$ cat config.mk
export PLATFORM = sky130hd
export DESIGN_NAME = indexed_list_insert_remove_search_unit
export DESIGN_NICKNAME = d
export VERILOG_FILES = /design/src/rtl/core/ilis_pkg.sv /design/src/rtl/core/indexed_list_insert_remove_search_unit.sv /design/src/rtl/core/ilis_ram.sv /design/src/rtl/core/ilis_dpath.sv /design/src/rtl/core/ilis_ctrl.sv
export SDC_FILE = /design/constraint.sdc
export NUM_CORES = 1
export LEC_CHECK = 0
export BUFFER_PORTS_ARGS = -buffer_cell sky130_fd_sc_hd__buf_2
export CAP_MARGIN = 15
export CORE_ASPECT_RATIO = 2
export CORE_MARGIN = 2
export CORE_UTILIZATION = 54
export CTS_CLUSTER_SIZE = 16
export DETAILED_ROUTE_END_ITERATION = 12
export GPL_TIMING_DRIVEN = 0
export PLACE_DENSITY = 0.7
export SLEW_MARGIN = 15
export SYNTH_ARGS = -nofsm -noshare
export SYNTH_HDL_FRONTEND = slang
export SYNTH_SLANG_ARGS = --single-unit
$ cat constraint.sdc
create_clock -name clk -period 3.9 [get_ports clk]
set_input_delay 0.585 -clock clk [delete_from_list [all_inputs] [get_ports clk]]
set_output_delay 0.585 -clock clk [all_outputs]
set_load 0.005 [all_outputs]
$ cat src/rtl/core/ilis_pkg.sv
// ----------------------------------------------------------------------------
// ilis_pkg
// Shared types and constants for the indexed list insert/remove/search unit:
// payload structs, opcodes, controller states and the control/status bundles.
// ----------------------------------------------------------------------------
package ilis_pkg;

  // default number of list entries
  localparam int DEF_CAPACITY = 16;

  // opcodes
  localparam logic [1:0] OP_INSERT = 2'd0;
  localparam logic [1:0] OP_REMOVE = 2'd1;
  localparam logic [1:0] OP_SEARCH = 2'd2;

  // input transaction payload
  typedef struct packed {
    logic [1:0]         opcode;
    logic [4:0]         position;
    logic signed [31:0] item_value;
  } in_item_t;

  // result transaction payload
  typedef struct packed {
    logic       ok;
    logic [3:0] found_position;
    logic [4:0] length;
  } out_item_t;

  // controller states
  typedef enum logic [3:0] {
    ST_IDLE,
    ST_DECODE,
    ST_INS_CHK,
    ST_INS_WR,
    ST_INS_PUT,
    ST_REM_CHK,
    ST_REM_WR,
    ST_REM_END,
    ST_SRCH_CHK,
    ST_SRCH_CMP,
    ST_FINISH
  } state_t;

  // walking index update
  typedef enum logic [2:0] {
    IDX_HOLD,
    IDX_COUNT,
    IDX_POS,
    IDX_ZERO,
    IDX_INC,
    IDX_DEC
  } idx_op_t;

  // ram read address select
  typedef enum logic [1:0] {
    RD_PREV,
    RD_NEXT,
    RD_CUR
  } rd_sel_t;

  // ram write address/data select
  typedef enum logic {
    WR_SHIFT,
    WR_NEW
  } wr_sel_t;

  // commands from controller to datapath
  typedef struct packed {
    logic    load;
    idx_op_t idx_op;
    logic    rd_en;
    rd_sel_t rd_sel;
    logic    wr_en;
    wr_sel_t wr_sel;
    logic    cnt_inc;
    logic    cnt_dec;
    logic    res_clr;
    logic    res_hit;
    logic    out_load;
  } ctrl_cmd_t;

  // status from datapath to controller
  typedef struct packed {
    logic [1:0] opcode;
    logic       ins_ok;
    logic       rem_ok;
    logic       idx_gt_pos;
    logic       rem_more;
    logic       srch_more;
    logic       match;
  } dp_status_t;

endpackage

$ cat src/rtl/core/indexed_list_insert_remove_search_unit.sv
// ----------------------------------------------------------------------------
// indexed_list_insert_remove_search_unit
// Ordered list of up to CAPACITY signed 32-bit values with insert, remove
// and search commands; one result per command.
// ----------------------------------------------------------------------------
// Usage:
// - in_valid/in_ready carry a command transaction (opcode, position,
//   item_value); out_valid/out_ready carry its result (ok, found_position,
//   length). Exactly one result per command, in order.
// - One command is in work at a time; in_ready is high only while idle.
// - Each moved or compared entry takes a registered ram read, followed by
//   a write (insert, remove) or a compare (search).
// - The next command is accepted in the cycle after the result is
//   registered, so commands never overlap.
// - The result sits in an output register; while it waits for out_ready
//   the next command is still accepted and worked on, its result is held
//   back until the register is free and in_ready stays low meanwhile.
// - Reset empties the list (count zero); entry contents are not cleared and
//   need no clearing pass, since only entries below the count are read.
// ----------------------------------------------------------------------------
module indexed_list_insert_remove_search_unit #(
  parameter int CAPACITY = ilis_pkg::DEF_CAPACITY
) (
  input  logic               clk,
  input  logic               rst_n,
  input  logic               in_valid,
  output logic               in_ready,
  input  ilis_pkg::in_item_t in_data,
  output logic               out_valid,
  input  logic               out_ready,
  output ilis_pkg::out_item_t out_data
);
  import ilis_pkg::*;

  ctrl_cmd_t  cmd;
  dp_status_t status;

  // sequencing and handshakes
  ilis_ctrl u_ctrl (
    .clk       (clk),
    .rst_n     (rst_n),
    .in_valid  (in_valid),
    .in_ready  (in_ready),
    .out_valid (out_valid),
    .out_ready (out_ready),
    .status    (status),
    .cmd       (cmd)
  );

  // storage, compare and result
  ilis_dpath #(
    .CAPACITY (CAPACITY)
  ) u_dpath (
    .clk      (clk),
    .rst_n    (rst_n),
    .in_data  (in_data),
    .cmd      (cmd),
    .status   (status),
    .out_data (out_data)
  );

endmodule

$ cat src/rtl/core/ilis_ram.sv
// ----------------------------------------------------------------------------
// ilis_ram
// Generic single-write, single-read RAM with registered read data.
// ----------------------------------------------------------------------------
module ilis_ram #(
  parameter int WIDTH = 32,
  parameter int DEPTH = 16
) (
  input  logic                     clk,
  input  logic                     we,
  input  logic [$clog2(DEPTH)-1:0] waddr,
  input  logic [WIDTH-1:0]         wdata,
  input  logic                     re,
  input  logic [$clog2(DEPTH)-1:0] raddr,
  output logic [WIDTH-1:0]         rdata
);

  logic [WIDTH-1:0] mem [DEPTH];
  logic [WIDTH-1:0] rdata_r;

  // write port
  always_ff @(posedge clk) begin
    if (we) begin
      mem[waddr] <= wdata;
    end
  end

  // registered read port
  always_ff @(posedge clk) begin
    if (re) begin
      rdata_r <= mem[raddr];
    end
  end

  assign rdata = rdata_r;

endmodule

$ cat src/rtl/core/ilis_dpath.sv
// ----------------------------------------------------------------------------
// ilis_dpath
// Datapath: command capture, entry count, walking index, entry RAM,
// comparator and the result register.
// ----------------------------------------------------------------------------
module ilis_dpath #(
  parameter int CAPACITY = ilis_pkg::DEF_CAPACITY
) (
  input  logic                clk,
  input  logic                rst_n,
  input  ilis_pkg::in_item_t  in_data,
  input  ilis_pkg::ctrl_cmd_t cmd,
  output ilis_pkg::dp_status_t status,
  output ilis_pkg::out_item_t out_data
);
  import ilis_pkg::*;

  localparam int AW = $clog2(CAPACITY);
  localparam int CW = $clog2(CAPACITY + 1);
  localparam int PW = (CW > 5) ? CW : 5;

  logic [1:0]         op_r;
  logic [4:0]         pos_r;
  logic [31:0]        val_r;
  logic [CW-1:0]      count_r, count_nxt;
  logic [CW-1:0]      idx_r, idx_nxt;
  logic               ok_r;
  logic [CW-1:0]      where_r;
  out_item_t          out_data_r;

  logic [PW-1:0]      pos_ext;
  logic [PW-1:0]      count_ext;
  logic [PW-1:0]      idx_ext;
  logic [CW:0]        idx_plus1;
  logic [AW-1:0]      rd_addr;
  logic [AW-1:0]      wr_addr;
  logic [31:0]        wr_data;
  logic [31:0]        rd_data;
  logic [31:0]        where_wide;
  logic [31:0]        count_wide;

  // widened views for compares
  assign pos_ext   = PW'(pos_r);
  assign count_ext = PW'(count_r);
  assign idx_ext   = PW'(idx_r);
  assign idx_plus1 = (CW + 1)'(idx_r) + (CW + 1)'(1);

  // captured command
  always_ff @(posedge clk) begin
    if (cmd.load) begin
      op_r  <= in_data.opcode;
      pos_r <= in_data.position;
      val_r <= $unsigned(in_data.item_value);
    end
  end

  // entry count
  always_comb begin
    count_nxt = count_r;
    if (cmd.cnt_inc) begin
      count_nxt = count_r + CW'(1);
    end else if (cmd.cnt_dec) begin
      count_nxt = count_r - CW'(1);
    end
  end

  always_ff @(posedge clk) begin
    if (!rst_n) begin
      count_r <= '0;
    end else begin
      count_r <= count_nxt;
    end
  end

  // walking index
  always_comb begin
    case (cmd.idx_op)
      IDX_HOLD:  idx_nxt = idx_r;
      IDX_COUNT: idx_nxt = count_r;
      IDX_POS:   idx_nxt = pos_ext[CW-1:0];
      IDX_ZERO:  idx_nxt = '0;
      IDX_INC:   idx_nxt = idx_r + CW'(1);
      IDX_DEC:   idx_nxt = idx_r - CW'(1);
      default:   idx_nxt = idx_r;
    endcase
  end

  always_ff @(posedge clk) begin
    idx_r <= idx_nxt;
  end

  // ram address and data selection
  always_comb begin
    case (cmd.rd_sel)
      RD_PREV: rd_addr = AW'(idx_r - CW'(1));
      RD_NEXT: rd_addr = AW'(idx_plus1);
      RD_CUR:  rd_addr = AW'(idx_r);
      default: rd_addr = AW'(idx_r);
    endcase
  end

  always_comb begin
    case (cmd.wr_sel)
      WR_SHIFT: begin
        wr_addr = AW'(idx_r);
        wr_data = rd_data;
      end
      WR_NEW: begin
        wr_addr = AW'(pos_ext);
        wr_data = val_r;
      end
      default: begin
        wr_addr = AW'(idx_r);
        wr_data = rd_data;
      end
    endcase
  end

  // entry storage
  ilis_ram #(
    .WIDTH (32),
    .DEPTH (CAPACITY)
  ) u_ram (
    .clk   (clk),
    .we    (cmd.wr_en),
    .waddr (wr_addr),
    .wdata (wr_data),
    .re    (cmd.rd_en),
    .raddr (rd_addr),
    .rdata (rd_data)
  );

  // result flag and match position
  always_ff @(posedge clk) begin
    if (cmd.res_clr) begin
      ok_r    <= 1'b0;
      where_r <= '0;
    end else if (cmd.res_hit) begin
      ok_r    <= 1'b1;
      where_r <= (op_r == OP_SEARCH) ? idx_r : '0;
    end
  end

  // result register
  assign where_wide = 32'(where_r);
  assign count_wide = 32'(count_r);

  always_ff @(posedge clk) begin
    if (cmd.out_load) begin
      out_data_r.ok             <= ok_r;
      out_data_r.found_position <= where_wide[3:0];
      out_data_r.length         <= count_wide[4:0];
    end
  end

  assign out_data = out_data_r;

  // status to controller
  always_comb begin
    status.opcode     = op_r;
    status.ins_ok     = (pos_ext <= count_ext) && (count_ext < PW'(CAPACITY));
    status.rem_ok     = pos_ext < count_ext;
    status.idx_gt_pos = idx_ext > pos_ext;
    status.rem_more   = idx_plus1 < (CW + 1)'(count_r);
    status.srch_more  = idx_r < count_r;
    status.match      = rd_data == val_r;
  end

endmodule

$ cat src/rtl/core/ilis_ctrl.sv
// ----------------------------------------------------------------------------
// ilis_ctrl
// Controller: handshakes and the sequence of shift, compare and update steps
// for one command at a time.
// ----------------------------------------------------------------------------
module ilis_ctrl (
  input  logic                 clk,
  input  logic                 rst_n,
  input  logic                 in_valid,
  output logic                 in_ready,
  output logic                 out_valid,
  input  logic                 out_ready,
  input  ilis_pkg::dp_status_t status,
  output ilis_pkg::ctrl_cmd_t  cmd
);
  import ilis_pkg::*;

  state_t state_r, state_nxt;
  logic   out_valid_r, out_valid_nxt;
  logic   slot_free;

  // state and output valid registers
  always_ff @(posedge clk) begin
    if (!rst_n) begin
      state_r     <= ST_IDLE;
      out_valid_r <= 1'b0;
    end else begin
      state_r     <= state_nxt;
      out_valid_r <= out_valid_nxt;
    end
  end

  assign slot_free = !out_valid_r || out_ready;
  assign in_ready  = (state_r == ST_IDLE);
  assign out_valid = out_valid_r;

  // next state and commands
  always_comb begin
    state_nxt     = state_r;
    cmd           = '0;
    cmd.idx_op    = IDX_HOLD;
    cmd.rd_sel    = RD_CUR;
    cmd.wr_sel    = WR_SHIFT;
    out_valid_nxt = out_valid_r && !out_ready;

    case (state_r)
      ST_IDLE: begin
        if (in_valid) begin
          cmd.load  = 1'b1;
          state_nxt = ST_DECODE;
        end
      end
      ST_DECODE: begin
        cmd.res_clr = 1'b1;
        if (status.opcode == OP_INSERT && status.ins_ok) begin
          cmd.idx_op = IDX_COUNT;
          state_nxt  = ST_INS_CHK;
        end else if (status.opcode == OP_REMOVE && status.rem_ok) begin
          cmd.idx_op = IDX_POS;
          state_nxt  = ST_REM_CHK;
        end else if (status.opcode == OP_SEARCH) begin
          cmd.idx_op = IDX_ZERO;
          state_nxt  = ST_SRCH_CHK;
        end else begin
          state_nxt = ST_FINISH;
        end
      end
      // insert: move entries up from the tail down to the slot
      ST_INS_CHK: begin
        if (status.idx_gt_pos) begin
          cmd.rd_en  = 1'b1;
          cmd.rd_sel = RD_PREV;
          state_nxt  = ST_INS_WR;
        end else begin
          state_nxt = ST_INS_PUT;
        end
      end
      ST_INS_WR: begin
        cmd.wr_en  = 1'b1;
        cmd.wr_sel = WR_SHIFT;
        cmd.idx_op = IDX_DEC;
        state_nxt  = ST_INS_CHK;
      end
      ST_INS_PUT: begin
        cmd.wr_en   = 1'b1;
        cmd.wr_sel  = WR_NEW;
        cmd.cnt_inc = 1'b1;
        cmd.res_hit = 1'b1;
        state_nxt   = ST_FINISH;
      end
      // remove: move entries down over the removed slot
      ST_REM_CHK: begin
        if (status.rem_more) begin
          cmd.rd_en  = 1'b1;
          cmd.rd_sel = RD_NEXT;
          state_nxt  = ST_REM_WR;
        end else begin
          state_nxt = ST_REM_END;
        end
      end
      ST_REM_WR: begin
        cmd.wr_en  = 1'b1;
        cmd.wr_sel = WR_SHIFT;
        cmd.idx_op = IDX_INC;
        state_nxt  = ST_REM_CHK;
      end
      ST_REM_END: begin
        cmd.cnt_dec = 1'b1;
        cmd.res_hit = 1'b1;
        state_nxt   = ST_FINISH;
      end
      // search: read and compare one entry per pass
      ST_SRCH_CHK: begin
        if (status.srch_more) begin
          cmd.rd_en  = 1'b1;
          cmd.rd_sel = RD_CUR;
          state_nxt  = ST_SRCH_CMP;
        end else begin
          state_nxt = ST_FINISH;
        end
      end
      ST_SRCH_CMP: begin
        if (status.match) begin
          cmd.res_hit = 1'b1;
          state_nxt   = ST_FINISH;
        end else begin
          cmd.idx_op = IDX_INC;
          state_nxt  = ST_SRCH_CHK;
        end
      end
      // hand the result to the output register once it is free
      ST_FINISH: begin
        if (slot_free) begin
          cmd.out_load  = 1'b1;
          out_valid_nxt = 1'b1;
          state_nxt     = ST_IDLE;
        end
      end
      default: begin
        state_nxt = ST_IDLE;
      end
    endcase
  end

endmodule

=== Word level (Yosys, flattened, before mapping) ===
Memories as Yosys holds them, arrays and structs flattened. A register that Yosys moved wholly into a read port is not among the register bits.
Index checks and enable logic that the tools add are counted.

* Eq/ne operators: 21
* Reductions and logical operators: 15
* $lt $le $gt $ge: 6
* Bitwise gates (word level): 1
* Mux-type cells: 40
* Add/sub/neg operators: 5

{| class="wikitable"
|+ Operators with widths
! kind !! count
|-
| $pmux W32 S2 || 1
|-
| $pmux W4 S10 || 1
|-
| $eq A32 B32 Y1 || 1
|-
| $pmux W5 S5 || 1
|-
| $mux W3 || 7
|-
| $mux W4 || 5
|-
| $eq A4 B3 Y1 const B || 4
|-
| $pmux W4 S2 || 2
|-
| $mux W1 || 13
|-
| $eq A4 B4 Y1 const B || 3
|-
| $pmux W3 S4 || 1
|-
| $add A5 B1 Y5 const B || 2
|-
| $lt A5 B5 Y1 || 2
|-
| $mux W5 || 2
|-
| $sub A5 B1 Y5 const B || 2
|-
| $pmux W3 S3 || 1
|-
| $eq A4 B2 Y1 const B || 2
|-
| $mux W2 || 4
|-
| $add A5 B1 Y6 const B || 1
|-
| $eq A3 B2 Y1 const B || 2
|-
| $eq A3 B3 Y1 const B || 2
|-
| $lt A6 B5 Y1 || 1
|-
| $gt A5 B5 Y1 || 1
|-
| $le A5 B5 Y1 || 1
|-
| 19 further kinds || 26
|}

* RAM bits: 512
* Memories kept: 1
* Input port bits: 43
* Bits in registers: 69
* Output and inout bits: 12
* Word-level logic and storage cells: 101

{| class="wikitable"
|+ Memory list
! memory !! depth !! width !! read ports !! clocked after memory_dff !! write ports !! line !! text
|-
| u_dpath.u_ram.mem || 16 || 32 || 1 || 1 || 1 || ilis_ram.sv:18 || <nowiki>logic [WIDTH-1:0] mem [DEPTH];</nowiki>
|}

=== Logic depth before layout (Yosys ltp) ===
* Depth in word-level cells: 7
* Mapped depth: 16
* Mapped depth without buffers: 12

=== By module ===
Synthesis repeated with hierarchy kept, for this count alone.

* Cell total of the unflattened synthesis: 1,232
* Area total of the unflattened synthesis: 24,457.2 um^2

{| class="wikitable"
|+ Modules (own cells, without submodules)
! module !! seq. area each (um^2) !! cells each !! area each (um^2) !! times used
|-
| ilis_ram || 16,335.7 || 838 || 20,155.6 || 1
|-
| ilis_dpath || 1,821.7 || 307 || 3,717.3 || 1
|-
| ilis_ctrl || 100.1 || 87 || 584.3 || 1
|}

=== Worst setup path before layout ===
No wires, ideal clock.

* Kind: register to register
* From: register u_dpath.idx_r[0], in the netlist u_dpath.idx_ext[0]
* To: register u_dpath.u_ram.rdata_r[0], in the netlist u_dpath.u_ram.rdata[0], read port of u_dpath.u_ram.mem (enable)
* Arrival: 3,625 ps
* Data required time: 3,472 ps
* Cell stages (with the launch flop): 10
* Path slack: -153 ps
* Path buffers: 2
* Library setup time: 428 ps
* Clock period less this slack: 4,053 ps
* Cells stage by stage: edfxtp_1 -> clkbuf_1 -> inv_1 -> ha_1 -> ha_1 -> a2111oi_0 -> or3_1 -> buf_4 -> a21oi_4 -> o21bai_1

{| class="wikitable"
|+ RTL lines
! what !! line !! text
|-
| start: declaration || ilis_dpath.sv:26 || <nowiki>logic [CW-1:0] idx_r, idx_nxt;</nowiki>
|-
| start signal: assignment || ilis_dpath.sv:89 || <nowiki>idx_r <= idx_nxt;</nowiki>
|-
| end: declaration || ilis_ram.sv:19 || <nowiki>logic [WIDTH-1:0] rdata_r;</nowiki>
|}

=== Worst setup path after layout ===
* From: register u_dpath.idx_r[0], in the netlist u_dpath.idx_ext[0]
* To: register u_dpath.u_ram.rdata_r[15], in the netlist u_dpath.u_ram.rdata[15], read port of u_dpath.u_ram.mem (data pin)

* Cells in the longest elaborated chain, start to end: 6
* Elaborated cells between the ends (all ways): 12
* Those cells by class: 2 x add/sub; 3 x order compare; 1 x eq/ne; 5 x mux; 1 x reduce/logical

{| class="wikitable"
|+ RTL lines
! what !! line !! text
|-
| $add A5 B1 Y6 || ilis_dpath.sv:46 || <nowiki>assign idx_plus1 = (CW + 1)'(idx_r) + (CW + 1)'(1);</nowiki>
|-
| $lt A6 B5 Y1 || ilis_dpath.sv:164 || <nowiki>status.rem_more = idx_plus1 < (CW + 1)'(count_r);</nowiki>
|-
| $mux W3 || ilis_ctrl.sv:93 || <nowiki>if (status.rem_more) begin</nowiki>
|-
| $pmux W3 S3 || ilis_ctrl.sv:46 || <nowiki>case (state_r)</nowiki>
|-
| $eq A2 B1 Y1 or $logic_not A2 Y1 (tied branches) || ilis_dpath.sv:94 || <nowiki>case (cmd.rd_sel)</nowiki>
|-
| $pmux W4 S2 || ilis_dpath.sv:94 ||
|}

Several ways; a longest one is shown, not always the timed one.
A chain may end at the register's enable or synchronous reset.

==> results.py <==
metrics = {
    "floorplan": {
        "die_w_um": 156,
        "die-area_um2": 48300,
        "initial_core_util_pct": 54.7,
        "coreArea_um2": 45800,
        "ios": 55,
        "fp.dieH_um": 309,
        "num_rows": 111,
    },
    "routing": {
        "post_drt_via_cell_ratio": 6.17,
        "via_count": 14300,
        "route.detailed.drc": 0,
        "drtAntennaViolNets": 0,
        "drtIter0Drc": 1275,
        "wl_per_cell_um": 27.6,
        "wirelength_um": 63800,
        "firstDrtPassIters": 7,
    },
    "setup_path": {
        "crit_path_start_kind": "flip-flop",
        "timing.rr.start": "u_dpath.idx_ext[0]$_DFFE_PP_",
        "worst_setup_path_end_kind": "flip-flop",
        "slowest_stage": "o21ai_0",
        "path_class": "flip-flop to flip-flop",
        "cp_top_family": "compound AO/OA/AOI/OAI gates",
        "worst-path-buf-inv": 4,
        "cp_common_cell": "ha_4",
        "cp.arrival_ns": 4.22,
        "worstSetupStartpoint": "u_dpath.idx_ext[0]$_DFFE_PP_",
        "required_ns": 4.24,
        "crit_chain": "buf_6 -> buf_8 -> inv_4 -> ha_4 -> ha_4 -> a2111oi_4 -> or3_4 -> a22oi_1 -> o21ai_0 -> and2_1 -> nor2_2 -> buf_2 -> a221oi_2 -> nand3_1",
        "max_stage_delay_ns": 0.41,
        "path_max_fanout": 10,
    },
    "synth": {
        "syn-num-nets": 1616,
        "ys_types": 58,
        "yosysSeqAreaShare_pct": 72.8,
        "synth_edf_count": 598,
        "ys_ff_latch": 613,
        "synthCells": 1549,
        "synth-async-reset-ratio_pct": 0,
        "synth_warnings": 0,
        "synth_area_um2": 25100,
        "ys.flop_type": "edfxtp_1",
        "syn_area_per_cell_um2": 16.2,
    },
    "sta": {
        "maxSlewHeadroom_pct": 28.1,
        "setup_violations": 0,
        "period_share_pct": 99.5,
        "finalCriticalPeriod_ns": 3.88,
        "tightest_slew_ns": 1.07,
        "tns_ns": 0,
        "fin_skew_ns": 0.0263,
        "drv_slew": 0,
        "fin_ws_ns": 0.0196,
        "fmax_mhz": 258,
        "hold_violations": 0,
    },
    "clock_tree": {
        "cts-root-buf": "clkbuf_16",
        "cts_made_buffers": 50,
        "clkSinkCount": 613,
        "cts_htree_levels": 2,
        "hold_buffers": 0,
        "cts_tree": "built",
        "clkTransAtPathRegs_ns": 0.07,
        "cts_max_path_buffers": 3,
        "insertion_delay_ns": 0.61,
    },
    "power": {
        "cellPowerDensity_nw_per_um2": 725,
        "p_leak_nw": 9.94,
        "power.total_mw": 21.2,
        "vdd_drop_max_mv": 0.441,
    },
    "placed_design": {
        "port_buffers": 53,
        "gp_congestion": 0.872,
        "pre_cts_ws_ns": -1.10,
        "dp_hpwl_um": 43200,
    },
    "grt": {
        "grt_pass1_vias": 15000,
        "grt_pass1_wl_um": 93300,
        "grtUsageTotal_pct": 27.0,
        "antenna_found_initial": 0,
        "grt_max_degree": 27,
        "gr-total-overflow": 0,
    },
    "run_status": {
        "status": "finished, final reports clean",
    },
    "flow_run": {
        "drv_cap": 0,
    },
    "hold_path": {
        "worstHoldStart": "in_data[31]",
        "hold_path.class": "input pin to flip-flop",
    },
    "final_layout": {
        "synthToLayoutAreaGrowth_pct": 16.8,
        "layout.nets": 1779,
        "drive_gt1_share_pct": 25.6,
        "num_antenna_cells": 0,
    },
}
[sequential cells by signal, summed over array words and instances, names as in the netlist]
signal / cells
u_dpath.idx_ext: 5
u_dpath.ok_r: 1
u_dpath.pos_ext: 5
u_dpath.count_ext: 5
u_dpath.op_r: 2
u_dpath.u_ram.rdata: 32
u_dpath.out_data: 10
u_ctrl.state_r: 4
u_dpath.val_r: 32
u_dpath.u_ram.mem: 512
u_dpath.where_r: 4
u_ctrl.out_valid: 1
[synth_stat cells, drive strengths merged (6+ instances only)]
| library cell | count | share of area (%) |
|---|---|---|
| a21o | 6 | 0.18 |
| a21oi | 84 | 1.7 |
| a221oi | 35 | 1.4 |
| a31oi | 8 | 0.20 |
| and2 | 7 | 0.17 |
| buf | 34 | 0.76 |
| clkbuf | 47 | 0.70 |
| dfxtp | 15 | 1.2 |
| edfxtp | 598 | 72 |
| ha | 23 | 1.1 |
| inv | 20 | 0.30 |
| mux2 | 96 | 4.3 |
| mux2i | 99 | 4.0 |
| mux4 | 32 | 2.9 |
| nand2 | 124 | 1.9 |
| nand3 | 42 | 0.84 |
| nor2 | 47 | 0.71 |
| nor2b | 15 | 0.37 |
| nor3 | 105 | 2.2 |
| nor4 | 11 | 0.33 |
| o21ai | 12 | 0.24 |
| xnor2 | 8 | 0.28 |
| xor2 | 37 | 1.3 |
[where the power goes]
group / switching, mW / internal, mW
Clock: 2.30 / 2.68
Sequential: 0.286 / 8.48
Combinational: 4.62 / 2.86
[final timing paths]
path	cells after the start	slack, ns	end
worst min-delay path	1	0.15	u_dpath.val_r[31]$_DFFE_PP_
worst max register to register	14	0.02	u_dpath.u_ram.rdata[15]$_DFFE_PP_
worst min register to register	0	0.44	u_dpath.out_data[6]$_DFFE_PP_
worst max-delay path	14	0.02	u_dpath.u_ram.rdata[15]$_DFFE_PP_
[metrics by stage]
step | hold WS (ns) | util (%) | instances | instance area (um2)
floorplan | 0.408 | - | 1549 | 25100
global placement | 0.417 | 56.9 | 2167 | 26100
detailed placement | 0.418 | 58.6 | 2193 | 26900
CTS | 0.125 | 63.7 | 2310 | 29200
global route | 0.136 | 63.9 | 2315 | 29300
finish | 0.152 | 63.9 | 2315 | 29300
[final cells by class]
cell class / instances / area, um2
buffer: 80 / 515
clock buffer: 61 / 1310
clock inverter: 29 / 268
fill: 3198 / 16500
inverter: 20 / 77.6
multi-input combinational: 835 / 6870
sequential: 613 / 18300
tap: 565 / 707
timing repair buffer: 112 / 1280
[layer usage]
metal  vias to the layer above  GRT usage [%]  share of wire (%)
met5                         -              0                  0
met4                         0           17.2                6.7
met3                       190           3.42                5.1
met2                       597           48.7                 54
met1                      7165           29.7                 34
li1                       6332              -                  -
[placed cells by master, fill, tap and decap left out, types with 8 or more instances in the layout]
cell,count
clkbuf_2,21
mux4_2,32
buf_16,25
nor3_1,103
nor2b_1,11
a221oi_2,25
dfxtp_1,15
clkinv_1,10
mux2_2,96
edfxtp_1,598
nor4_1,10
buf_4,39
buf_12,9
mux2i_1,99
buf_2,67
xor2_1,35
nor2_4,13
inv_1,19
o21ai_0,11
ha_1,19
nand3_1,40
nand2_1,123
clkbuf_1,27
a31oi_1,8
a21oi_1,82
clkbuf_16,51
nor2_1,32
[logic make-up (layout without fill, tap and decap cells)]
kind of cell,Yosys count,count (layout),share of synthesized area [%]
and+or+nand+nor,376,376,7.15
adders and majority gates,24,24,1.23
muxes,227,227,11.1
xor gates and xnor gates,45,45,1.57
buffers and inverters,101,302,1.76
DFF,613,613,72.8
AOI/OAI and AO/OA,163,163,4.36
[timing repair]
action,4_1_cts,5_1_grt
cloned,3,0
gates resized for setup,113,23
endpoints found under the setup margin,32,32
setup buffers,24,7
pin swaps,33,18
hold endpoints to repair,0,0
No activity file was read; power rests on OpenSTA's default activity.
